--- src/rtl/pli_mul.sv ---
// ----------------------------------------------------------------------------
// pli_mul
// 33x33 unsigned multiply as 33x17 and 33x16 halves, one per enabled cycle.
// ----------------------------------------------------------------------------
module pli_mul (
	input  logic        clk,
	input  logic        lo_en,
	input  logic        hi_en,
	input  logic [32:0] a,
	input  logic [32:0] b,
	output logic [65:0] product
);
	logic [49:0] lo_q;
	logic [65:0] prod_q;
	logic [49:0] lo_part;
	logic [48:0] hi_part;

	assign lo_part = a * b[16:0];
	assign hi_part = a * b[32:17];

	always_ff @(posedge clk) begin
		if (lo_en) lo_q <= lo_part;
		if (hi_en) prod_q <= {16'd0, lo_q} + {hi_part, 17'd0};
	end

	assign product = prod_q;
endmodule

--- config.mk ---
export PLATFORM = sky130hd
export DESIGN_NAME = pli_mul
export DESIGN_NICKNAME = d
export VERILOG_FILES = /design/src/rtl/pli_mul.sv
export SDC_FILE = /design/constraint.sdc
export NUM_CORES = 2
export LEC_CHECK = 0
export BUFFER_PORTS_ARGS = -buffer_cell sky130_fd_sc_hd__buf_2
export CORE_ASPECT_RATIO = 1.1
export CORE_MARGIN = 1.5
export CORE_UTILIZATION = 40
export DETAILED_ROUTE_END_ITERATION = 10
export PLACE_DENSITY_LB_ADDON = 0.12
export RECOVER_POWER = 100
export SLEW_MARGIN = 15
export SYNTH_ARGS = -nofsm -noshare
export SYNTH_HDL_FRONTEND = slang
export SYNTH_SLANG_ARGS = --single-unit
--- constraint.sdc ---
create_clock -name clk -period 9.27 [get_ports clk]
set_clock_uncertainty 0.2 [all_clocks]
set_input_delay 1.854 -clock clk [delete_from_list [all_inputs] [get_ports clk]]
set_output_delay 1.854 -clock clk [all_outputs]
set_load 0.03 [all_outputs]
==> results <==
- For this configuration, the core starts out at a cell density of approximately two fifths.
- The worst slew slack as a fraction of its limit is -102%.
- The number of global-route vias before repair is roughly 34000.
- The post-route netlist has about 14% of its cells at a drive strength greater than 1.
- The slew at the pin closest to its max-slew limit is ~3.0 ns.
- The die is 303 µm wide.
- Summed over its instances, the top area cell type makes up a little under half of the synthesized netlist area.
- Setup violations remaining at the end of the flow were counted as 0.
- Setup slack on the critical path of the routed design comes to around 0.26 ns.
- The detailed placer's ending HPWL is a little under 100000 µm.
- The slowest library cell on the worst path is sky130_fd_sc_hd__fa_2.
- The clock period could shrink to around 9 ns.
- The summed area of non-filler cells in the final layout is 45600 µm².
- The checks that failed: max-capacitance violations, max-slew violations.
- Data on the critical path arrives at its endpoint at about 9 ns.
- Global routing consumed, over all layers together, roughly a quarter of the routing resources.
- In this run the core area contains 120 standard-cell rows.
- The number of top-level design ports is 135.
- The filler-free cell count of the finished design is just over 6000.
- The first detailed-routing pass ran for 5 iterations.
- The first global-routing pass estimated roughly 190000 µm of wire.
- In this run, synthesis produced a sequential element count of roughly 120.
- The filler cells instantiated in the layout total between 9000 and 10000.
- The clock passes through at most 2 buffers.
- TritonCTS built the clock tree.
- The sequential area share after synthesis is 8.80%.
- The path type of the worst setup path is input port to flip-flop.
- By count the netlist is led by sky130_fd_sc_hd__inv_1 (968), sky130_fd_sc_hd__fa_1 (897), sky130_fd_sc_hd__nand2_1 (854).
- The critical path endpoint category is a flip-flop.
- The critical path's top delay family is adder cells.
- The clock reaches the later pin of the worst-skew pair after 0.47 ns.
- The max-cap check violation count is 2.
- The number of distinct standard cells referenced by the synthesized netlist is a little over 80.
- Of all nets on the critical path, the largest fanout is 8.
- The CTS root buffer is sky130_fd_sc_hd__clkbuf_16.
- The min-delay analysis places its worst path in the category flip-flop to flip-flop.
- The routed length per placed instance is ~19 µm.
- In the synthesized netlist, the number of instances is approximately 4400.
- The number of antenna violations at the first check in global routing is 15.
- The cell occurring most often along the worst timing path is sky130_fd_sc_hd__fa_1.
- The instance area after placement is ~45000 µm².
- The number of buffer and inverter instances along the worst setup path is 5.
- Summing the areas of all and, or, nand and nor instances in the mapped netlist gives around 16% of the synthesized area.
- The run finished, with violations left.
- After synthesis, the cell types taking the most area are sky130_fd_sc_hd__fa_1 (45%), sky130_fd_sc_hd__inv_1 (9.2%), sky130_fd_sc_hd__ha_1 (8.8%).
- By area, the combinational part of the netlist is dominated by adder cells.
- TritonCTS created 17 clock buffers.
- The data required time of the worst path is 9.30 ns.
- The fraction of the mapped netlist area in adder cells is about 54%.
- The final RePlAce weighted congestion is 0.875.
- Dividing the detail-routed via count by the number of cells gives roughly 5.0.
- The die covers 101000 µm².
- The reg-to-reg critical path startpoint is lo_q[18].
- The fraction of synthesized area in multiplexers is less than 1%.
- The mean cell area of the mapped netlist is between 9 and 10 µm².
- The placement-stage worst setup slack is -0.579 ns.
- The starting DRC count in detailed routing is roughly 1600.
- The worst setup path is launched from an input port.
- The largest stage delay on the critical path is a little under 0.6 ns.
- The post-route fraction of the period consumed by the critical path is 97.2%.
- The most used flip-flop cell after synthesis is sky130_fd_sc_hd__edfxtp_1.
- The largest net degree at the start of global routing is 52.
- The number of clock sinks is approximately 120.
- The mapped netlist covers roughly 40000 µm².
- The xor-xnor portion of the synthesized cell area is between 2 and 3%.
- In the final design database the tool counted approximately 6000 nets.
- The synthesized netlist devotes 6.18% of its cell area to compound gates.
- After detailed routing, the number of remaining DRC violations is 0.
- In this run the most critical hold path is launched from lo_q[7].
- The count of yosys warnings during synthesis is 0.
- Setup repair after global routing could not meet its margin everywhere.
- In this run, synthesis inferred ~120 flip-flops with an integrated enable.
- The cell with the most instances after synthesis is sky130_fd_sc_hd__inv_1.
- The final-report max-slew violation count is 103.
- The final count of hold timing violations is 0.
- Relative to the synthesized area, the layout overhead comes to 15.3%.
- The depth of the worst register-to-register path is 13.
- For this run the aggregate overflow at the end of global routing stands at 0.
- Clock-pin slew was measured on the worst setup and hold paths at about 0.07 ns.
- Based on the critical path, the design can be clocked at up to ~110 MHz.
- The cell depth of the worst min-delay path is 0.
- The post-detailed-route count of antenna-violating nets is 0.
- For this run, asynchronously set or reset flops after synthesis account for 0%.
- The critical path starts at b[30].
- The routed layout has between 30000 and 40000 vias.
- Of all cell types, the one taking the most synthesized area is sky130_fd_sc_hd__fa_1.
- After detailed placement, the design holds a cell count of 6031.
- The region available for standard cell placement spans 97700 µm².
- The number of I/O port buffers is 134.
- The die boundary height is between 300 and 400 µm.
- The wire length reported by the detailed router is 116000 µm.
- The critical path runs through a total of 30 cells.
- The post-synthesis net count is between 5000 and 6000.
- In this run the number of H-tree levels came out at 4.
==> metrics by stage <==
stage	TNS (ns)	util, %	hold slack (ns)
5_1_grt	-0.397	46.7	0.224
3_3_place_gp	-7.47	45.6	0.201
2_1_floorplan	0	-	0.200
6_report	0	46.7	0.218
4_1_cts	0	46.2	0.220
3_5_place_dp	-7.96	45.6	0.205
==> path summary, 6_finish.rpt <==
| check | endpoint | slack, ns |
|---|---|---|
| worst max register to register | product[60] | 5.24 |
| worst max-delay path | product[60] | 0.26 |
| worst min-delay path | product[7] | 0.22 |
| worst min register to register | product[7] | 0.22 |
==> layout make-up <==
type	count	area [µm²]	share of cell area (%)
multi-input cells	3069	31800	69.7
repair buffers	609	4490	9.85
inverters	968	3630	7.96
flip-flops and latches	116	3480	7.63
well taps	1281	1600	3.51
clock buffers	17	425	0.932
clock inverters	15	159	0.348
diodes	4	10.0	0.0219
==> layer usage <==
layer / track usage, % / routed length [µm]
met5: 0 / 41
met4: 6.71 / 3030
met3: 2.89 / 4620
met2: 45.0 / 60800
met1: 30.1 / 47600
==> kinds of logic after synthesis <==
group,Yosys count
xor gates and xnor gates,130
AOI/OAI and AO/OA,364
DFF,116
and+or+nand+nor,1396
buffers and inverters,1199
muxes,2
adders and majority gates,1177
==> layout by cell type, fill, tap and decap left out, drive strengths merged, types with 11 or more instances in the layout <==
| cell | n |
|---|---|
| a211oi | 11 |
| clkbuf | 106 |
| xnor2 | 91 |
| o21ai | 64 |
| ha | 280 |
| o21a | 19 |
| nor2b | 16 |
| nor3 | 16 |
| and3 | 15 |
| o21bai | 19 |
| a31oi | 12 |
| nand3 | 24 |
| fa | 897 |
| nor2 | 77 |
| a21oi | 113 |
| nand2 | 854 |
| xor2 | 39 |
| o211ai | 13 |
| nand4 | 26 |
| and2 | 325 |
| buf | 520 |
| inv | 978 |
| edfxtp | 116 |
| a21o | 60 |
| nand2b | 15 |
==> state kept, by name, indices dropped and copies added, names as in the netlist <==
name / count
lo_q: 50
product: 66
==> repair_timing <==
action                     in CTS  in global routing
hold buffers                    0                  0
resized for setup               3                155
setup endpoints to repair       7                 18
pin swaps                       2                 78
buffers inserted                1                 11
Power is not shown: default switching activity piles up to over one toggle a cycle in this logic, so the estimate is an artifact.
