--- src/rtl/pli_pkg.sv ---
// ----------------------------------------------------------------------------
// pli_pkg
// Shared types and constants for the piecewise linear interpolator.
// ----------------------------------------------------------------------------
package pli_pkg;

	localparam int unsigned MaxNodesDefault = 64;
	localparam int unsigned ValW = 32;

	typedef enum logic [1:0] {
		MODE_CLEAR = 2'd0,
		MODE_LOAD  = 2'd1,
		MODE_QUERY = 2'd2,
		MODE_NONE  = 2'd3
	} mode_t;

	typedef enum logic [1:0] {
		ST_OK    = 2'd0,
		ST_RANGE = 2'd1,
		ST_DUP   = 2'd2,
		ST_FULL  = 2'd3
	} status_t;

	typedef struct packed {
		logic [1:0]             mode;
		logic signed [ValW-1:0] x_value;
		logic signed [ValW-1:0] y_value;
	} in_item_t;

	typedef struct packed {
		logic signed [ValW-1:0] result_value;
		logic [1:0]             status;
	} out_item_t;

	// Sequencer states
	typedef enum logic [3:0] {
		S_IDLE,
		S_INS_RD,
		S_INS_CMP,
		S_INS_WR,
		S_Q_RD,
		S_Q_CMP,
		S_Q_RD2,
		S_Q_PRE,
		S_Q_MUL,
		S_Q_DIV,
		S_Q_FIN,
		S_OUT
	} state_t;

	// Divider handshake
	typedef struct packed {
		logic start;
	} div_ctl_t;

endpackage

--- src/rtl/pli_div.sv ---
// ----------------------------------------------------------------------------
// pli_div
// Restoring divider, one quotient bit per cycle, unsigned 64 / 33.
// ----------------------------------------------------------------------------
module pli_div (
	input  logic                          clk,
	input  logic                          arst_n,
	input  pli_pkg::div_ctl_t             ctl,
	input  logic [63:0]                   dividend,
	input  logic [32:0]                   divisor,
	output logic                          done,
	output logic [63:0]                   quotient
);
	import pli_pkg::*;

	logic [63:0] quo_q;
	logic [32:0] rem_q;
	logic [32:0] div_q;
	logic [6:0]  cnt_q;
	logic        busy_q;
	logic        done_q;
	logic [33:0] trial;
	logic [33:0] diff;

	assign trial = {rem_q, quo_q[63]};
	assign diff  = trial - {1'b0, div_q};

	always_ff @(posedge clk or negedge arst_n) begin
		if (!arst_n) begin
			busy_q <= 1'b0;
			cnt_q  <= '0;
			done_q <= 1'b0;
		end else begin
			done_q <= busy_q && !ctl.start && (cnt_q == 7'd1);
			if (ctl.start) begin
				busy_q <= 1'b1;
				cnt_q  <= 7'd64;
			end else if (busy_q) begin
				cnt_q <= cnt_q - 7'd1;
				if (cnt_q == 7'd1) busy_q <= 1'b0;
			end
		end
	end

	always_ff @(posedge clk) begin
		if (ctl.start) begin
			quo_q <= dividend;
			rem_q <= '0;
			div_q <= divisor;
		end else if (busy_q) begin
			if (!diff[33]) begin
				rem_q <= diff[32:0];
				quo_q <= {quo_q[62:0], 1'b1};
			end else begin
				rem_q <= trial[32:0];
				quo_q <= {quo_q[62:0], 1'b0};
			end
		end
	end

	assign done     = done_q;
	assign quotient = quo_q;
endmodule

--- config.mk ---
export PLATFORM = sky130hd
export DESIGN_NAME = pli_div
export DESIGN_NICKNAME = d
export VERILOG_FILES = /design/src/rtl/pli_pkg.sv /design/src/rtl/pli_div.sv
export SDC_FILE = /design/constraint.sdc
export NUM_CORES = 1
export LEC_CHECK = 0
export ABC_AREA = 1
export BUFFER_PORTS_ARGS = -buffer_cell sky130_fd_sc_hd__buf_2
export CAP_MARGIN = 10
export CORE_UTILIZATION = 30
export CTS_BUF_LIST = sky130_fd_sc_hd__clkbuf_16
export DETAILED_ROUTE_END_ITERATION = 12
export PLACE_DENSITY_LB_ADDON = 0.12
export SLEW_MARGIN = 40
export SYNTH_ARGS = -nofsm -noshare
export SYNTH_HDL_FRONTEND = slang
export SYNTH_SLANG_ARGS = --single-unit
--- constraint.sdc ---
create_clock -name clk -period 4 [get_ports clk]
set_input_delay 0.6 -clock clk [delete_from_list [all_inputs] [get_ports clk]]
set_output_delay 0.6 -clock clk [all_outputs]
set_load 0.01 [all_outputs]
==> flow_summary_export.csv <==
group,metric,value,unit
final_layout,n_fill_cell,3102,
routing,vias,7701,
floorplanning,dieArea,29600,µm²
synthesis,synth_top_area_frac,0.336,
sta,hold_viol,0,
final_layout,insertedDiodeCount,0,
routing,met3_length,1740,µm
routing,drcViolationCount,0,
global_routing,gr-usage-all-layers,0.184,
clock_tree,cts_setup_buffers,0,
routing,topRoutingLayerUsed,"met5",
min_path,min_to,"div_q[12]",
setup_path,r2r-start,"div_q[23]",
floorplanning,rows,61,
clock_tree,ctsRootBufferMaster,"clkbuf_16",
floorplanning,dieWidth,172,µm
final_layout,area_delta_synth_final,20.4,%
sta,finalCritPeriodShare,0.686,
setup_path,path_common_cell,"nand2_1",
clock_tree,cts_tree,"done",
floorplanning,core,28100,µm²
sta,max_freq,365,MHz
setup_path,crit_required,4.33,ns
power_and_ir_drop,cellLeakagePower,5.72,nW
setup_path,cp-end-kind,"register",
routing,avgViaCountPerCell,4.40,
min_path,min_path_cells,1,
routing,firstDrtPassIters,8,
min_path,hold_class,"input pin to register",
sta,tns,0,ns
setup_path,r2r_cells,14,
setup_path,slowest_delay,0.51,ns
global_routing,antenna_found_initial,3,
clock_tree,clock-sinks,139,
sta,worstMarginPinSlew,0.639,ns
setup_path,worst-path-buf-inv,2,
power_and_ir_drop,powerDensity,616,nW/µm²
power_and_ir_drop,peakVddDrop,0.244,mV
synthesis,synthArstFlopShare,0.0647,
floorplanning,num_io_pins,165,
routing,dr.first_iter.drc_count,371,
min_path,hp-start,"divisor[12]",
floorplanning,fp.dieH,172,µm
global_routing,grt_max_degree,67,
synthesis,avgSynthCellArea,7.23,µm²
synthesis,ys_seq_elements,139,
clock_tree,clock_latency,0.44,ns
setup_path,r2r_slack,1.26,ns
sta,slew_headroom,0.574,
global_routing,overflow,0,
setup_path,slowest_stage,"nand2_2",
final_layout,drive_gt1_frac,0.180,
routing,wl_met1,12300,µm
synthesis,ys_warn_count,0,
setup_path,cp_max_fo,21,
setup_path,cp_cell_sequence,"inv_1, ha_1, nand2_2, inv_2, nand2_1, nand3_2, a21oi_2, nor2_1, nor2_4, nand3_2, nand2_2, nand2_1, nand3_1, nand2_1",
clock_tree,cts-hold-fix-buffers,1,
global_routing,grt_pass1_vias,7827,
synthesis,synth-edff-count,97,
placed_design,dp_slack,1.27,ns
placed_design,port_buffers,164,
global_routing,grt_pass1_wl,41600,µm
synthesis,netlist-cell-type-count,38,
synthesis,synth_nets,1334,
sta,finalClockSkew,0.0107,ns
routing,totalWireLength,25600,µm
final_layout,final_nets,1494,
synthesis,ys_top_cells_by_count,"nand2_1, inv_1, edfxtp_1, nand3_1, nor2_1",
setup_path,crit_family,"simple AND/OR/NAND/NOR gates",
synthesis,synth_area_leaders,"edfxtp_1, nand2_1, inv_1, dfxtp_1, nand3_1",
clock_tree,clockBufferDepth,2,
floorplanning,start_util,0.309,
clock_tree,cts_buffers,17,
placed_design,gp_congestion,0.907,
placed_design,place_hpwl,19200,µm
sta,fin_crit,2.74,ns
clock_tree,cts_resized,0,
setup_path,crit_path_start_kind,"register",
routing,wl_met2,11100,µm
synthesis,synth_top_area_cell,"edfxtp_1",
routing,avgRoutedWirePerCell,14.6,µm
sta,setup_slack,1.26,ns
routing,drtAntennaViolNets,0,
synthesis,synth.most_common_cell,"nand2_1",
synthesis,syn-cell-area,8670,µm²
clock_tree,htreeDepth,4,
sta,finalMaxSlewViolations,0,
synthesis,synth_cells,1198,
sta,finalSetupViolations,0,
setup_path,cp.arrival,3.07,ns
setup_path,r2r_end,"rem_q[10]",
run,cap_violations,0,
clock_tree,clk_pin_slew_worst_paths,0.07,ns
run_status,status,"completed",
sta,grt_setup_unrepaired,"no",
synthesis,ys.flop_type,"edfxtp_1",
synthesis,seq_area_frac_synth,0.438,
setup_path,crit_type,"register to register",
-- registers in the layout, indices dropped and copies added (netlist names) --
name	flops
rem_q	33
quotient	64
div_q	33
done	1
cnt_q	7
busy_q	1
-- per-layer routing --
metal  up-vias  global-route usage
met5         -                   0
met4         4              0.0546
met3        30              0.0540
met2       209               0.286
met1      3434               0.246
li1       4024                   -
-- cells in the final DEF (no fill, tap or decap), types with 2 or more instances in the layout --
master      synthesis  final
inv_2               3      4
edfxtp_1           97     97
a21oi_2             2      2
buf_2               6    163
o21bai_1            5      5
xor2_1              3      3
xnor2_1            13     13
a21oi_1            24     24
ha_1               35     35
nand2_1           526    526
nand4_1             8      8
inv_1             205    205
nand3_1            91     91
nand2_4             6      6
clkinv_4            0      2
buf_4               1      6
nand3b_1            5      5
nor3_1              8      8
and2_1              3      3
nand3_2            13     13
nand2_2            14     14
inv_6               0      6
clkinvlp_4          0      2
nor2_1             47     45
dfxtp_1            33     33
dfrtp_1             9      9
inv_8               0      3
clkbuf_16           0     17
nor2_2              3      5
o21ai_0             6      6
-- final cells by class --
cell class,instances,area [µm²],share of cell area
Tap cell,378,473,0.0453
Inverter,208,781,0.0748
Sequential cell,139,3800,0.364
Clock buffer,17,425,0.0408
Multi-Input combinational cell,821,3920,0.376
Timing Repair Buffer,171,882,0.0845
Clock inverter,15,153,0.0146
-- power by group --
part	switching, W	internal (W)	leakage (nW)
combinational	0.00181	0.000974	4.03
clock	0.000740	0.000881	0.283
sequential	0.000197	0.00182	1.40
-- worst max-delay path by stage --
stage                        to  cells past startpoint      start
detailed placement    rem_q[15]                     14  div_q[23]
global route          rem_q[30]                     16   div_q[3]
CTS                   rem_q[10]                     14  div_q[23]
finish                rem_q[10]                     14  div_q[23]
floorplan           quotient[0]                      3        ctl
global placement      rem_q[31]                     16   div_q[8]
-- cell families after synthesis --
family,count (synthesis),synth area share
adders and majority gates,36,0.0528
DFF,139,0.438
buffers and inverters,238,0.110
xor gates and xnor gates,16,0.0162
AOI/OAI and AO/OA,41,0.0267
and+or+nand+nor,728,0.356
-- stage by stage --
stage	util	std cells	instance area [µm²]	total power (W)	hold WS (ns)
floorplan	-	1198	8670	0.00415	0.304
global placement	0.350	1716	9840	0.00486	0.465
detailed placement	0.351	1716	9850	0.00483	0.465
CTS	0.371	1749	10400	0.00649	0.320
global route	0.371	1749	10400	0.00701	0.318
finish	0.371	1749	10400	0.00643	0.339
Power figures use the tool's default switching activity.
